===== src/rtl/core/affine_background_address_gen_top_macros.svh =====
// Assertion macros for the affine background address generator.
// Used by the top level only; no other dependencies.
`ifndef AFFINE_BACKGROUND_ADDRESS_GEN_TOP_MACROS_SVH
`define AFFINE_BACKGROUND_ADDRESS_GEN_TOP_MACROS_SVH

// same-cycle implication
`define AFFBG_AST_IMPL(label, clk, rst_n, ante, cons) \
	label: assert property (@(posedge clk) disable iff (!rst_n) (ante) |-> (cons)) \
		else $error("affbg: same-cycle check failed");

// next-cycle implication
`define AFFBG_AST_NEXT(label, clk, rst_n, ante, cons) \
	label: assert property (@(posedge clk) disable iff (!rst_n) (ante) |=> (cons)) \
		else $error("affbg: next-cycle check failed");

`endif


===== src/rtl/core/affbg_pkg.sv =====
// Package for the affine background address generator: widths, codes, structs.
// No dependencies.
`default_nettype none

package affbg_pkg;

	localparam int LINE_PIXELS = 256;
	localparam int PIX_W       = $clog2(LINE_PIXELS);

	localparam int DX_W       = 16;
	localparam int ACC_W      = 32;
	localparam int REF_W      = 28;
	localparam int COORD_W    = ACC_W - 8;
	localparam int MW_W       = 5;
	localparam int MODE_W     = 3;
	localparam int SIZE_W     = 2;
	localparam int BASE_W     = 19;
	localparam int TEX_W      = 10;
	localparam int ADDR_W     = 20;
	localparam int PIXX_W     = 8;
	localparam int CFG_IDX_W  = 3;
	localparam int CFG_DATA_W = 19;

	localparam logic [CFG_IDX_W-1:0] REG_DX         = 3'd0;
	localparam logic [CFG_IDX_W-1:0] REG_DY         = 3'd1;
	localparam logic [CFG_IDX_W-1:0] REG_MOSAIC_EN  = 3'd2;
	localparam logic [CFG_IDX_W-1:0] REG_MOSAIC_W   = 3'd3;
	localparam logic [CFG_IDX_W-1:0] REG_WRAP_EN    = 3'd4;
	localparam logic [CFG_IDX_W-1:0] REG_MODE       = 3'd5;
	localparam logic [CFG_IDX_W-1:0] REG_SIZE       = 3'd6;
	localparam logic [CFG_IDX_W-1:0] REG_LAYER_BASE = 3'd7;

	localparam logic [MODE_W-1:0] MODE_BYTE_MAP   = 3'd0;
	localparam logic [MODE_W-1:0] MODE_HALF_MAP   = 3'd1;
	localparam logic [MODE_W-1:0] MODE_BYTE_BMP   = 3'd2;
	localparam logic [MODE_W-1:0] MODE_DIRECT_BMP = 3'd3;
	localparam logic [MODE_W-1:0] MODE_LARGE_BMP  = 3'd4;

	typedef struct packed {
		logic signed [DX_W-1:0] dx;
		logic signed [DX_W-1:0] dy;
		logic                   mosaic_en;
		logic [MW_W-1:0]        mosaic_width;
		logic                   wrap_en;
		logic [MODE_W-1:0]      layer_mode;
		logic [SIZE_W-1:0]      size_sel;
		logic [BASE_W-1:0]      layer_base;
	} cfg_t;

	typedef struct packed {
		logic signed [COORD_W-1:0] cx;
		logic signed [COORD_W-1:0] cy;
		logic [PIXX_W-1:0]         pixel_x;
		logic                      line_end;
	} coord_t;

	typedef struct packed {
		logic [PIXX_W-1:0] pixel_x;
		logic [TEX_W-1:0]  tex_x;
		logic [TEX_W-1:0]  tex_y;
		logic              outside;
		logic [ADDR_W-1:0] fetch_address;
		logic              fetch_wide;
		logic              line_end;
	} result_t;

endpackage

`default_nettype wire


===== src/rtl/core/affbg_ifs.sv =====
// Channel interfaces: input items, result items and configuration writes.
// Depends on affbg_pkg.
`default_nettype none

interface affbg_in_if;
	logic                                  valid;
	logic                                  ready;
	logic                                  start_line;
	logic signed [affbg_pkg::REF_W-1:0]    ref_x_in;
	logic signed [affbg_pkg::REF_W-1:0]    ref_y_in;

	modport source (output valid, start_line, ref_x_in, ref_y_in, input ready);
	modport sink   (input valid, start_line, ref_x_in, ref_y_in, output ready);
endinterface

interface affbg_out_if;
	logic                            valid;
	logic                            ready;
	logic [affbg_pkg::PIXX_W-1:0]    pixel_x;
	logic [affbg_pkg::TEX_W-1:0]     tex_x;
	logic [affbg_pkg::TEX_W-1:0]     tex_y;
	logic                            outside;
	logic [affbg_pkg::ADDR_W-1:0]    fetch_address;
	logic                            fetch_wide;
	logic                            line_end;

	modport source (output valid, pixel_x, tex_x, tex_y, outside, fetch_address,
		fetch_wide, line_end, input ready);
	modport sink   (input valid, pixel_x, tex_x, tex_y, outside, fetch_address,
		fetch_wide, line_end, output ready);
endinterface

interface affbg_cfg_if;
	logic                                valid;
	logic                                ready;
	logic [affbg_pkg::CFG_IDX_W-1:0]     index;
	logic [affbg_pkg::CFG_DATA_W-1:0]    data;

	modport source (output valid, index, data, input ready);
	modport sink   (input valid, index, data, output ready);
endinterface

`default_nettype wire


===== src/rtl/core/affbg_cfg.sv =====
// Configuration register file, written over the configuration channel.
// Depends on affbg_pkg and affbg_ifs.
`default_nettype none

module affbg_cfg (
	input  wire logic        clk,
	input  wire logic        arst_n,
	affbg_cfg_if.sink        wr,
	output affbg_pkg::cfg_t  cfg_o
);

	affbg_pkg::cfg_t cfg_q;

	assign wr.ready = 1'b1;
	assign cfg_o    = cfg_q;

	always_ff @(posedge clk or negedge arst_n) begin
		if (!arst_n) begin
			cfg_q.dx           <= 16'sd256;
			cfg_q.dy           <= '0;
			cfg_q.mosaic_en    <= 1'b0;
			cfg_q.mosaic_width <= 5'd1;
			cfg_q.wrap_en      <= 1'b0;
			cfg_q.layer_mode   <= affbg_pkg::MODE_BYTE_MAP;
			cfg_q.size_sel     <= '0;
			cfg_q.layer_base   <= '0;
		end else if (wr.valid) begin
			unique case (wr.index)
				affbg_pkg::REG_DX:         cfg_q.dx <= $signed(wr.data[affbg_pkg::DX_W-1:0]);
				affbg_pkg::REG_DY:         cfg_q.dy <= $signed(wr.data[affbg_pkg::DX_W-1:0]);
				affbg_pkg::REG_MOSAIC_EN:  cfg_q.mosaic_en <= wr.data[0];
				affbg_pkg::REG_MOSAIC_W:   cfg_q.mosaic_width <= wr.data[affbg_pkg::MW_W-1:0];
				affbg_pkg::REG_WRAP_EN:    cfg_q.wrap_en <= wr.data[0];
				affbg_pkg::REG_MODE:       cfg_q.layer_mode <= wr.data[affbg_pkg::MODE_W-1:0];
				affbg_pkg::REG_SIZE:       cfg_q.size_sel <= wr.data[affbg_pkg::SIZE_W-1:0];
				affbg_pkg::REG_LAYER_BASE: cfg_q.layer_base <= wr.data[affbg_pkg::BASE_W-1:0];
				default: ;
			endcase
		end
	end

endmodule

`default_nettype wire


===== src/rtl/core/affbg_walk.sv =====
// Reference point walker: accumulators, mosaic and pixel counters, stage 1 register.
// Depends on affbg_pkg.
`default_nettype none

module affbg_walk (
	input  wire logic                                  clk,
	input  wire logic                                  arst_n,
	input  wire logic                                  advance,
	input  wire logic                                  start_line,
	input  wire logic signed [affbg_pkg::REF_W-1:0]    ref_x_in,
	input  wire logic signed [affbg_pkg::REF_W-1:0]    ref_y_in,
	input  affbg_pkg::cfg_t                            cfg,
	output affbg_pkg::coord_t                          coord_s1
);

	localparam int AW = affbg_pkg::ACC_W;
	localparam int MW = affbg_pkg::MW_W;
	localparam int PW = affbg_pkg::PIX_W;
	localparam int MUL_W = affbg_pkg::DX_W + MW + 1;

	logic [AW-1:0]           acc_x_q, acc_y_q, acc_x_cur, acc_y_cur, acc_x_nxt, acc_y_nxt;
	logic [MW-1:0]           mc_q, mc_cur, mc_inc, mc_nxt;
	logic [PW-1:0]           pc_q, pc_cur, pc_nxt;
	logic signed [MUL_W-1:0] mul_x, mul_y;
	logic                    last_pix;

	assign mul_x = $signed({1'b0, cfg.mosaic_width}) * cfg.dx;
	assign mul_y = $signed({1'b0, cfg.mosaic_width}) * cfg.dy;

	always_comb begin
		acc_x_cur = start_line ? AW'(ref_x_in) : acc_x_q;
		acc_y_cur = start_line ? AW'(ref_y_in) : acc_y_q;
		mc_cur    = start_line ? '0 : mc_q;
		pc_cur    = start_line ? '0 : pc_q;
		mc_inc    = mc_cur + MW'(1);
		last_pix  = (pc_cur == PW'(affbg_pkg::LINE_PIXELS - 1));
		pc_nxt    = last_pix ? '0 : pc_cur + PW'(1);
		if (cfg.mosaic_en) begin
			if (mc_inc == cfg.mosaic_width) begin
				acc_x_nxt = acc_x_cur + AW'(mul_x);
				acc_y_nxt = acc_y_cur + AW'(mul_y);
				mc_nxt    = '0;
			end else begin
				acc_x_nxt = acc_x_cur;
				acc_y_nxt = acc_y_cur;
				mc_nxt    = mc_inc;
			end
		end else begin
			acc_x_nxt = acc_x_cur + AW'(cfg.dx);
			acc_y_nxt = acc_y_cur + AW'(cfg.dy);
			mc_nxt    = mc_cur;
		end
	end

	always_ff @(posedge clk or negedge arst_n) begin
		if (!arst_n) begin
			acc_x_q <= '0;
			acc_y_q <= '0;
			mc_q    <= '0;
			pc_q    <= '0;
		end else if (advance) begin
			acc_x_q <= acc_x_nxt;
			acc_y_q <= acc_y_nxt;
			mc_q    <= mc_nxt;
			pc_q    <= pc_nxt;
		end
	end

	// integer part: arithmetic shift right by 8
	always_ff @(posedge clk) begin
		if (advance) begin
			coord_s1.cx       <= $signed(acc_x_cur[AW-1:8]);
			coord_s1.cy       <= $signed(acc_y_cur[AW-1:8]);
			coord_s1.pixel_x  <= affbg_pkg::PIXX_W'(pc_cur);
			coord_s1.line_end <= last_pix;
		end
	end

endmodule

`default_nettype wire


===== src/rtl/core/affbg_addr.sv =====
// Layer size, wrap or range check, fetch address; result register (stage 2).
// Depends on affbg_pkg.
`default_nettype none

module affbg_addr (
	input  wire logic          clk,
	input  wire logic          load,
	input  affbg_pkg::coord_t  coord_s1,
	input  affbg_pkg::cfg_t    cfg,
	output affbg_pkg::result_t res_s2
);

	localparam int TW = affbg_pkg::TEX_W;
	localparam int CW = affbg_pkg::COORD_W;
	localparam int SW = TW + TW + 1;

	logic [3:0]    wl, hl;
	logic          mode_ok, in_x, in_y, in_layer;
	logic [TW-1:0] mask_w, mask_h, tx, ty;
	logic [SW-1:0] tile_idx, lin, base, addr;
	affbg_pkg::result_t res;

	always_comb begin
		mode_ok = 1'b1;
		unique case (cfg.layer_mode)
			affbg_pkg::MODE_BYTE_MAP, affbg_pkg::MODE_HALF_MAP: begin
				wl = 4'd7 + 4'(cfg.size_sel);
				hl = wl;
			end
			affbg_pkg::MODE_BYTE_BMP, affbg_pkg::MODE_DIRECT_BMP: begin
				wl = cfg.size_sel[1] ? 4'd9 : (cfg.size_sel[0] ? 4'd8 : 4'd7);
				hl = (cfg.size_sel == 2'd3) ? 4'd9 : (cfg.size_sel == 2'd0 ? 4'd7 : 4'd8);
			end
			affbg_pkg::MODE_LARGE_BMP: begin
				wl = cfg.size_sel[0] ? 4'd10 : 4'd9;
				hl = cfg.size_sel[0] ? 4'd9 : 4'd10;
			end
			default: begin
				wl      = 4'd7;
				hl      = 4'd7;
				mode_ok = 1'b0;
			end
		endcase

		mask_w   = TW'((11'd1 << wl) - 11'd1);
		mask_h   = TW'((11'd1 << hl) - 11'd1);
		in_x     = cfg.wrap_en || (!coord_s1.cx[CW-1] && ((coord_s1.cx[CW-2:0] >> wl) == '0));
		in_y     = cfg.wrap_en || (!coord_s1.cy[CW-1] && ((coord_s1.cy[CW-2:0] >> hl) == '0));
		in_layer = mode_ok && in_x && in_y;
		tx       = coord_s1.cx[TW-1:0] & mask_w;
		ty       = coord_s1.cy[TW-1:0] & mask_h;

		tile_idx = (SW'(ty[TW-1:3]) << (3'd4 + 3'(cfg.size_sel))) + SW'(tx[TW-1:3]);
		lin      = (SW'(ty) << wl) + SW'(tx);
		base     = SW'(cfg.layer_base);

		unique case (cfg.layer_mode)
			affbg_pkg::MODE_BYTE_MAP:   addr = base + tile_idx;
			affbg_pkg::MODE_HALF_MAP:   addr = base + (tile_idx << 1);
			affbg_pkg::MODE_BYTE_BMP:   addr = base + lin;
			affbg_pkg::MODE_DIRECT_BMP: addr = base + (lin << 1);
			default:                    addr = lin;
		endcase

		res.pixel_x  = coord_s1.pixel_x;
		res.line_end = coord_s1.line_end;
		res.outside  = !in_layer;
		if (in_layer) begin
			res.tex_x         = tx;
			res.tex_y         = ty;
			res.fetch_address = addr[affbg_pkg::ADDR_W-1:0];
			res.fetch_wide    = (cfg.layer_mode == affbg_pkg::MODE_HALF_MAP) ||
				(cfg.layer_mode == affbg_pkg::MODE_DIRECT_BMP);
		end else begin
			res.tex_x         = '0;
			res.tex_y         = '0;
			res.fetch_address = '0;
			res.fetch_wide    = 1'b0;
		end
	end

	always_ff @(posedge clk) begin
		if (load) begin
			res_s2 <= res;
		end
	end

endmodule

`default_nettype wire


===== src/rtl/core/affine_background_address_gen_top.sv =====
// Top level of the affine background address generator.
// Depends on affbg_pkg, affbg_ifs, affbg_cfg, affbg_walk, affbg_addr and the macros header.
//
// Usage:
//  in_ch  : one transfer per pixel. start_line = 1 loads the 20.8 reference
//           point and restarts the pixel and mosaic counters; that item is pixel 0.
//  out_ch : one result per input transfer, in order: pixel_x, tex_x/tex_y,
//           outside, fetch_address and fetch_wide, line_end on the last pixel.
//  cfg    : register writes (index, data); always ready. Write only while idle.
// Pipeline: stage 1 register after the reference accumulators, then the stage 2
//  result register after the size/wrap/address logic.
// Throughput: one pixel per cycle while out_ch takes results; the loop that sets
//  it is the reference accumulator update (one 5x16 multiply and a 32 bit add).
// Reset: registers take their documented values, accumulators and counters
//  clear, both stages empty.
// Stall: a held result stays on out_ch; one more item is taken into stage 1,
//  after which in_ch.ready drops until the result is taken.
`default_nettype none

`include "affine_background_address_gen_top_macros.svh"

module affine_background_address_gen_top (
	input  wire logic   clk,
	input  wire logic   arst_n,
	affbg_in_if.sink    in_ch,
	affbg_out_if.source out_ch,
	affbg_cfg_if.sink   cfg
);

	affbg_pkg::cfg_t    cfg_r;
	affbg_pkg::coord_t  coord_s1;
	affbg_pkg::result_t res_s2;

	logic v_s1_q, v_out_q, in_acc, out_load;

	assign out_load    = v_s1_q && (!v_out_q || out_ch.ready);
	assign in_ch.ready = !v_s1_q || out_load;
	assign in_acc      = in_ch.valid && in_ch.ready;

	always_ff @(posedge clk or negedge arst_n) begin
		if (!arst_n) begin
			v_s1_q  <= 1'b0;
			v_out_q <= 1'b0;
		end else begin
			if (in_acc) begin
				v_s1_q <= 1'b1;
			end else if (out_load) begin
				v_s1_q <= 1'b0;
			end
			if (out_load) begin
				v_out_q <= 1'b1;
			end else if (out_ch.ready) begin
				v_out_q <= 1'b0;
			end
		end
	end

	affbg_cfg u_cfg (
		.clk    (clk),
		.arst_n (arst_n),
		.wr     (cfg),
		.cfg_o  (cfg_r)
	);

	affbg_walk u_walk (
		.clk        (clk),
		.arst_n     (arst_n),
		.advance    (in_acc),
		.start_line (in_ch.start_line),
		.ref_x_in   (in_ch.ref_x_in),
		.ref_y_in   (in_ch.ref_y_in),
		.cfg        (cfg_r),
		.coord_s1   (coord_s1)
	);

	affbg_addr u_addr (
		.clk      (clk),
		.load     (out_load),
		.coord_s1 (coord_s1),
		.cfg      (cfg_r),
		.res_s2   (res_s2)
	);

	assign out_ch.valid         = v_out_q;
	assign out_ch.pixel_x       = res_s2.pixel_x;
	assign out_ch.tex_x         = res_s2.tex_x;
	assign out_ch.tex_y         = res_s2.tex_y;
	assign out_ch.outside       = res_s2.outside;
	assign out_ch.fetch_address = res_s2.fetch_address;
	assign out_ch.fetch_wide    = res_s2.fetch_wide;
	assign out_ch.line_end      = res_s2.line_end;

	`AFFBG_AST_NEXT(a_start_pix0, clk, arst_n, in_acc && in_ch.start_line, coord_s1.pixel_x == '0)
	`AFFBG_AST_IMPL(a_outside_clr, clk, arst_n, v_out_q && res_s2.outside, res_s2.fetch_address == '0 && !res_s2.fetch_wide && res_s2.tex_x == '0 && res_s2.tex_y == '0)
	`AFFBG_AST_NEXT(a_s1_hold, clk, arst_n, v_s1_q && !out_load, v_s1_q && v_out_q)

endmodule

`default_nettype wire


===== src/flat_wrapper.sv =====
// flat-port wrapper written by rule: the top's interface ports become plain ports
module affine_background_address_gen_top_flat 
  (clk, arst_n, in_ch_valid, in_ch_start_line, in_ch_ref_x_in, in_ch_ref_y_in, in_ch_ready, out_ch_valid, out_ch_pixel_x, out_ch_tex_x, out_ch_tex_y, out_ch_outside, out_ch_fetch_address, out_ch_fetch_wide, out_ch_line_end, out_ch_ready, cfg_valid, cfg_index, cfg_data, cfg_ready);
  affbg_in_if in_ch_i ();
  affbg_out_if out_ch_i ();
  affbg_cfg_if cfg_i ();
  input  wire logic clk;
  input  wire logic arst_n;
  input wire logic [$bits(in_ch_i.valid)-1:0] in_ch_valid;
  input wire logic [$bits(in_ch_i.start_line)-1:0] in_ch_start_line;
  input wire logic [$bits(in_ch_i.ref_x_in)-1:0] in_ch_ref_x_in;
  input wire logic [$bits(in_ch_i.ref_y_in)-1:0] in_ch_ref_y_in;
  output wire logic [$bits(in_ch_i.ready)-1:0] in_ch_ready;
  output wire logic [$bits(out_ch_i.valid)-1:0] out_ch_valid;
  output wire logic [$bits(out_ch_i.pixel_x)-1:0] out_ch_pixel_x;
  output wire logic [$bits(out_ch_i.tex_x)-1:0] out_ch_tex_x;
  output wire logic [$bits(out_ch_i.tex_y)-1:0] out_ch_tex_y;
  output wire logic [$bits(out_ch_i.outside)-1:0] out_ch_outside;
  output wire logic [$bits(out_ch_i.fetch_address)-1:0] out_ch_fetch_address;
  output wire logic [$bits(out_ch_i.fetch_wide)-1:0] out_ch_fetch_wide;
  output wire logic [$bits(out_ch_i.line_end)-1:0] out_ch_line_end;
  input wire logic [$bits(out_ch_i.ready)-1:0] out_ch_ready;
  input wire logic [$bits(cfg_i.valid)-1:0] cfg_valid;
  input wire logic [$bits(cfg_i.index)-1:0] cfg_index;
  input wire logic [$bits(cfg_i.data)-1:0] cfg_data;
  output wire logic [$bits(cfg_i.ready)-1:0] cfg_ready;
  assign in_ch_i.valid = in_ch_valid;
  assign in_ch_i.start_line = in_ch_start_line;
  assign in_ch_i.ref_x_in = in_ch_ref_x_in;
  assign in_ch_i.ref_y_in = in_ch_ref_y_in;
  assign in_ch_ready = in_ch_i.ready;
  assign out_ch_valid = out_ch_i.valid;
  assign out_ch_pixel_x = out_ch_i.pixel_x;
  assign out_ch_tex_x = out_ch_i.tex_x;
  assign out_ch_tex_y = out_ch_i.tex_y;
  assign out_ch_outside = out_ch_i.outside;
  assign out_ch_fetch_address = out_ch_i.fetch_address;
  assign out_ch_fetch_wide = out_ch_i.fetch_wide;
  assign out_ch_line_end = out_ch_i.line_end;
  assign out_ch_i.ready = out_ch_ready;
  assign cfg_i.valid = cfg_valid;
  assign cfg_i.index = cfg_index;
  assign cfg_i.data = cfg_data;
  assign cfg_ready = cfg_i.ready;
  affine_background_address_gen_top u_core (.clk(clk), .arst_n(arst_n), .in_ch(in_ch_i), .out_ch(out_ch_i), .cfg(cfg_i));
endmodule

===== config.mk =====
export PLATFORM = sky130hd
export DESIGN_NAME = affine_background_address_gen_top_flat
export DESIGN_NICKNAME = d
export VERILOG_FILES = /design/src/rtl/core/affbg_pkg.sv /design/src/rtl/core/affbg_ifs.sv /design/src/rtl/core/affbg_cfg.sv /design/src/rtl/core/affbg_walk.sv /design/src/rtl/core/affbg_addr.sv /design/src/rtl/core/affine_background_address_gen_top.sv /design/src/flat_wrapper.sv
export VERILOG_INCLUDE_DIRS = /design/src /design/src/rtl/core
export SDC_FILE = /design/constraint.sdc
export NUM_CORES = 1
export LEC_CHECK = 0
export BUFFER_PORTS_ARGS = -buffer_cell sky130_fd_sc_hd__buf_4
export CAP_MARGIN = 20
export CORE_ASPECT_RATIO = 1.2
export CORE_MARGIN = 2
export CORE_UTILIZATION = 60
export DETAILED_ROUTE_END_ITERATION = 6
export PLACE_DENSITY = 0.75
export SLEW_MARGIN = 15
export SYNTH_ARGS = -nofsm -noshare
export SYNTH_HDL_FRONTEND = slang
export SYNTH_HIERARCHICAL = 1
export SYNTH_SLANG_ARGS = --single-unit

===== constraint.sdc =====
create_clock -name clk -period 14.2 [get_ports clk]
set_clock_uncertainty 0.2 [all_clocks]
set_input_delay 2.13 -clock clk [delete_from_list [all_inputs] [get_ports clk]]
set_output_delay 2.13 -clock clk [all_outputs]
set_load 0.02 [all_outputs]

-- Word level (Yosys, flattened, before mapping)
Index checks and enable logic that the tools add are counted.
- register bits after elaboration: 250
- latch bits: 0
- RAM bits: 0
- ROM bits: 0
- bits of input ports: 84
- output and inout bits: 54
- logic and storage cells: 124
- memories: 0
- $add $sub $neg: 16
- multipliers: 2
- div/mod/pow operators: 0
- magnitude comparators: 0
- eq/ne operators: 14
- shift operators: 6
- muxes and demuxes: 25
- bitwise operators: 2
- reduce and logical (&&, ||, !) cells: 34
- operators with widths (kind ; number):
    $mux W32 ; 6
    $add A32 B32 Y32 ; 4
    $add A19 B20 Y20 ; 4
    $pmux W20 S4 ; 1
    $logic_not A23 Y1 ; 2
    $shr A23 B4 Y23 ; 2
    $mul A6 B16 Y22 ; 2
    $pmux W4 S3 ; 2
    $add A20 B10 Y20 ; 1
    $add A20 B7 Y20 ; 1
    $and A10 B10 Y10 ; 2
    $shl A1 B4 Y10 const A ; 2
    $shl A10 B4 Y20 ; 1
    $shl A7 B3 Y20 ; 1
    $sub A10 B1 Y10 const B ; 2
    $mux W4 ; 4
    $mux W8 ; 2
    $reduce_and A2 Y1 ; 8
    $eq A3 B3 Y1 const B ; 5
    $mux W5 ; 3
    $eq A3 B2 Y1 const B ; 4
    $add A8 B1 Y8 const B ; 1
    $eq A8 B8 Y1 const B ; 1
    $eq A3 B1 Y1 const B ; 2
    other kinds (15) ; 36

-- Logic depth before layout (Yosys ltp)
- word-level depth: 11
- mapped depth: 32
- mapped depth without buffers: 29

-- By module
Netlist, hierarchy kept.
- by module, submodules not included (module ; instances ; cells an instance ; area an instance (um^2) ; sequential area each (um^2)):
    affbg_walk ; 1 ; 2220 ; 18726.7 ; 3638.5
    affbg_addr ; 1 ; 910 ; 7018.0 ; 1531.5
    affbg_cfg ; 1 ; 143 ; 2442.3 ; 1579.0
    affine_background_address_gen_top ; 1 ; 8 ; 103.8 ; 50.0

-- Worst setup path after synthesis
Ideal clock, no wire load.
- path type: flip-flop to flip-flop
- from: reg u_core.u_cfg.cfg_q, in the netlist u_core/u_cfg/cfg_o[25]
- to: reg u_core.u_walk.acc_x_q[30]
- library setup time: 132 ps
- data arrival time: 6315 ps
- data required time: 13868 ps
- slack: 7553 ps
- cell stages (with the launch flop): 25
- buffers on the path: 1
- clock period less this slack: 6647 ps
- path through: dfstp_2 clkbuf_1 and2_1 fa_1 fa_1 inv_1 fa_1 inv_1 ha_1 nand3_1 o211ai_1 o41ai_2 o2111ai_1 a31oi_1 o21ai_0 xnor2_1 ha_1 a21o_1 a22o_1 nor3_2 a211oi_1 o31a_1 or3_1 a31oi_1 o21ai_1
- cells in the longest elaborated chain, start to end: 4
- elaborated cells on any way between the ends: 5
- classes of those cells: 1 x add/sub; 1 x mul; 1 x eq/ne; 2 x mux
- ends and longest elaborated chain (item ; RTL line ; text):
    start, declared ; affbg_cfg.sv:12 ; affbg_pkg::cfg_t cfg_q;
    $mul A6 B16 Y22 ; affbg_walk.sv:27 ; assign mul_x = $signed({1'b0, cfg.mosaic_width}) * cfg.dx;
    $add A32 B32 Y32 ; affbg_walk.sv:40 ; acc_x_nxt = acc_x_cur + AW'(mul_x);
    $mux W32 (*) ; affbg_walk.sv:39 ; if (mc_inc == cfg.mosaic_width) begin
    $mux W32 (*) ; affbg_walk.sv:38 ; if (cfg.mosaic_en) begin
    end signal, assigned ; affbg_walk.sv:62 ; acc_x_q <= acc_x_nxt;
    end, declared ; affbg_walk.sv:21 ; logic [AW-1:0] acc_x_q, acc_y_q, acc_x_cur, acc_y_cur, acc_x_nxt, acc_y_nxt;
Mark *: on every way between the ends. The rest lies on a longest branch, timed or not.
A chain may end at the register's enable or synchronous reset.

-- Final worst setup path
- from: reg u_core.u_cfg.cfg_q, in the netlist u_core/u_cfg/cfg_o[26]
- to: reg u_core.u_walk.acc_x_q[30]
Same word-level chain as after synthesis.

==> results.md <==
- The register bit count reported by yosys is 250.
- The fmax is 124.8 MHz.
- The global route total overflow is 0.
- The required time at the worst-slack endpoint is 14,480 ps.
- The H-tree depth reported by CTS is 1.
- The total clock buffers created by CTS is 31.
- For this run, the detailed router's first-pass iteration total came to 7.
- The register clock-pin slew on the reported worst setup and hold paths is 60 ps.
- For this design, the CTS-stage hold fixing added 0 buffers.
- Fill cells in the final layout number 4,024.
- The congestion estimate from routability-driven global placement came to 0.9894.
- The final setup violation count is 0.
- In this run the most critical hold path is launched from u_core/u_walk/coord_s1[6].
- The count of cell types in the netlist is 106.
- In the routed layout, each cell is associated on average with a via count of 6.403.
- The run finished with clean final reports.
- After legalization and detailed placement, the total HPWL measured 68,220 µm.
- Dividing the detail-routed wire length by the instance count gives 22.12 µm.
- The via count of the first global-routing pass is 25,560.
- The Yosys warning count is 6.
- The non-filler instance count after layout is 3,991.
- Across all register-to-register paths, the minimum setup slack is 6180 ps.
- The first global-routing pass estimated 137,100 µm of wire.
- The core box area is 46,810 µm².
- The final-report max-slew violation count is 0.
- Wires add up to 88,300 µm.
- The total instance count after detailed placement is 3,930.
- The number of design rule violations left after detail routing is 0.
- The kind of capture point of the worst setup path is a flip-flop.
- The nature of the critical path startpoint is a flip-flop.
- The clock tree buffer depth is 3.
- The boundary pin count is 138.
- The clock latency reported for the late side of the worst-skew pair is 620 ps.
- The instance count along the most critical hold path is 0.
- The effective utilization at floorplan is 0.6044.
- The commonest non-fill, non-tap cell in the layout is sky130_fd_sc_hd__inv_1.
- Final hold analysis gives a worst-case slack of 220.7 ps.
- The detail route stage leaves a number of antenna-violating nets equal to 0.
- The number of sinks handled by clock tree synthesis is 250.
- The worst register-to-register path has a depth of 23.
- Entering global routing, the biggest net connects 70 pins.
- Synthesis handed over a netlist of 3,281 instances.
- The hold-critical path endpoint is u_core/u_addr/res_s2[48].
- The floorplan step defined a die boundary enclosing 48,910 µm².
- Across the run, the number of max-cap violations was 0.
- The antenna diode instance count is 0.
- Subtracting the final worst setup slack from the clock period gives 8015 ps.
- From synthesis to final layout, the design area changed by 8.876%.
- The buffer cell driving the clock tree root is sky130_fd_sc_hd__clkbuf_16.
- The share of the Yosys chip area taken by registers is 0.2403.
- The number of antenna violations at the first check in global routing is 2.
- During placement, the flow inserted port buffers numbering 136.
- Dividing the final minimum period by the clock period gives 0.5645.
- In this run, the number of DRC markers left after iteration 0 of detailed routing was 1,909.
- After synthesis, the share of flip-flops with an asynchronous set or reset is 0.5680.
- In the layout the commonest cells are 267 x sky130_fd_sc_hd__inv_1, 265 x sky130_fd_sc_hd__ha_1, 250 x sky130_fd_sc_hd__a21oi_1.
- The biggest fanout along the worst timing path is 34.
- Summing over every cut layer, the via total after detailed routing is 25,560.
- In the global route stage, overall resource usage came out at 0.3548.
- Among all flip-flop cells after synthesis, the most frequent one is sky130_fd_sc_hd__dfrtp_1.
- The type of the setup path with the least slack is flip-flop to flip-flop.
- The final hold violation count is 0.
- The startpoint identified for the worst register-to-register timing path is u_core/u_cfg/cfg_o[26].
- Measured along the y axis, the die boundary spans 241.9 µm.
- In the final layout, the share of cells above drive strength 1 is 0.1158.
- The worst path arrival time is 8300 ps.
- TritonCTS built the clock tree.
- The die span in x is 202.2 µm.
- The final net count is 3,798.
- The end of the worst register-to-register path is u_core/u_walk/acc_x_q[30].
- Headroom to the max-slew limit came out at 0.2633.
- The count of flip-flops with a built-in enable after synthesis is 108.
- Setup repair after global routing left no endpoint under its margin.
- At the pin with the least slew margin, the transition time is 1101 ps.
- The synthesized cell area is 28,290 µm².
- Adding up every negative setup slack in the final design gives 0 ps.
- In this run the post-CTS setup repair buffer count came out at 0.
- The path category of the worst min-delay check is flip-flop to flip-flop.
- In this run the core area contains 87 standard-cell rows.
- The synthesized area divided by synthesized cell count is 8.623 µm².
- The post-cts sizing count is 0.
==> kinds of logic after synthesis <==
logic type | share of synthesized area
xor+xnor | 0.05696
compound gates | 0.2105
flops | 0.2403
buf+inv | 0.05683
fa+ha+maj | 0.1922
mux | 0.06364
simple gates | 0.1792
other cells | 0.0003980
==> cells in the mapped netlist, types with 92 or more instances <==
library cell               instances  area [µm²]
sky130_fd_sc_hd__a21o_1           92       690.7
sky130_fd_sc_hd__a21oi_1         250        1251
sky130_fd_sc_hd__and2_1          164        1026
sky130_fd_sc_hd__clkbuf_1         92       345.3
sky130_fd_sc_hd__dfrtp_1         140        3503
sky130_fd_sc_hd__edfxtp_1        108        3243
sky130_fd_sc_hd__fa_1            106        2122
sky130_fd_sc_hd__ha_1            265        3316
sky130_fd_sc_hd__inv_1           267        1002
sky130_fd_sc_hd__mux2_2          114        1284
sky130_fd_sc_hd__nand2_1         226       848.3
sky130_fd_sc_hd__nor2_1          245       919.6
sky130_fd_sc_hd__o21ai_0         176       880.8
sky130_fd_sc_hd__xnor2_1         117        1025
==> flip-flops by register name, summed over array words and instances (netlist names) <==
signal                  count
u_core/u_walk/acc_y_q      32
u_core/u_walk/acc_x_q      32
u_core/out_ch.valid         1
u_core/u_cfg/cfg_o         63
u_core/u_walk/mc_q          5
u_core/u_walk/coord_s1     57
u_core/u_walk/pc_q          8
u_core/u_addr/res_s2       51
u_core/v_s1_q               1
==> layout make-up <==
| cell class | instances | area (µm²) | share of cell area |
|---|---|---|---|
| Sequential cell | 250 | 6802 | 0.2208 |
| Inverter | 267 | 1002 | 0.03254 |
| Clock inverter | 17 | 202.7 | 0.006581 |
| Clock buffer | 41 | 854.6 | 0.02774 |
| Timing Repair Buffer | 163 | 1244 | 0.04038 |
| Multi-Input combinational cell | 2630 | 19920 | 0.6466 |
| Tap cell | 623 | 779.5 | 0.02531 |
==> worst max-delay path, cell delays in order (launching register included) <==
cell and delay (ps):
sky130_fd_sc_hd__dfrtp_1 1040, sky130_fd_sc_hd__and2_1 280, sky130_fd_sc_hd__fa_1 420, sky130_fd_sc_hd__inv_1 90, sky130_fd_sc_hd__fa_1 410, sky130_fd_sc_hd__fa_1 500, sky130_fd_sc_hd__inv_1 40, sky130_fd_sc_hd__ha_1 310
sky130_fd_sc_hd__a21oi_1 210, sky130_fd_sc_hd__o211ai_1 170, sky130_fd_sc_hd__o41ai_2 410, sky130_fd_sc_hd__o2111ai_1 220, sky130_fd_sc_hd__a31oi_1 380, sky130_fd_sc_hd__o21ai_0 170, sky130_fd_sc_hd__xnor2_1 830, sky130_fd_sc_hd__ha_1 460
sky130_fd_sc_hd__a21o_1 210, sky130_fd_sc_hd__a22o_1 240, sky130_fd_sc_hd__nor3_2 260, sky130_fd_sc_hd__a211oi_1 150, sky130_fd_sc_hd__o31a_1 300, sky130_fd_sc_hd__or3_1 300, sky130_fd_sc_hd__a31oi_1 170, sky130_fd_sc_hd__o21ai_1 80
==> worst max-delay path by stage <==
stage                           start                   endpoint  slack (ps)
4_1_cts        u_core/u_cfg/cfg_o[26]  u_core/u_walk/acc_x_q[30]        6200
3_3_place_gp   u_core/u_cfg/cfg_o[26]  u_core/u_walk/acc_x_q[30]        6410
3_5_place_dp   u_core/u_cfg/cfg_o[26]  u_core/u_walk/acc_x_q[30]        6260
2_1_floorplan  u_core/u_cfg/cfg_o[25]  u_core/u_walk/acc_x_q[30]        7550
5_1_grt        u_core/u_cfg/cfg_o[26]  u_core/u_walk/acc_x_q[30]        5600
6_report       u_core/u_cfg/cfg_o[26]  u_core/u_walk/acc_x_q[30]        6180
==> through the flow <==
| step | util | cell area, µm² | setup WS [ps] |
|---|---|---|---|
| after floorplan | - | 28310 | 7553 |
| after global placement | 0.6345 | 29700 | 6405 |
| after detailed placement | 0.6345 | 29700 | 6264 |
| after CTS | 0.6571 | 30760 | 6198 |
| after global routing | 0.6581 | 30800 | 5604 |
| final | 0.6581 | 30800 | 6185 |
==> per-layer routing <==
| layer | GRT usage | wire length (µm) |
|---|---|---|
| met5 | 0 | 27 |
| met1 | 0.4159 | 33960 |
| met4 | 0.1947 | 5398 |
| met2 | 0.6307 | 43310 |
| met3 | 0.04124 | 5598 |
Power is left out: the tool's default activity adds up to more than one toggle a clock period on the data nets, which glitch-free logic cannot reach.
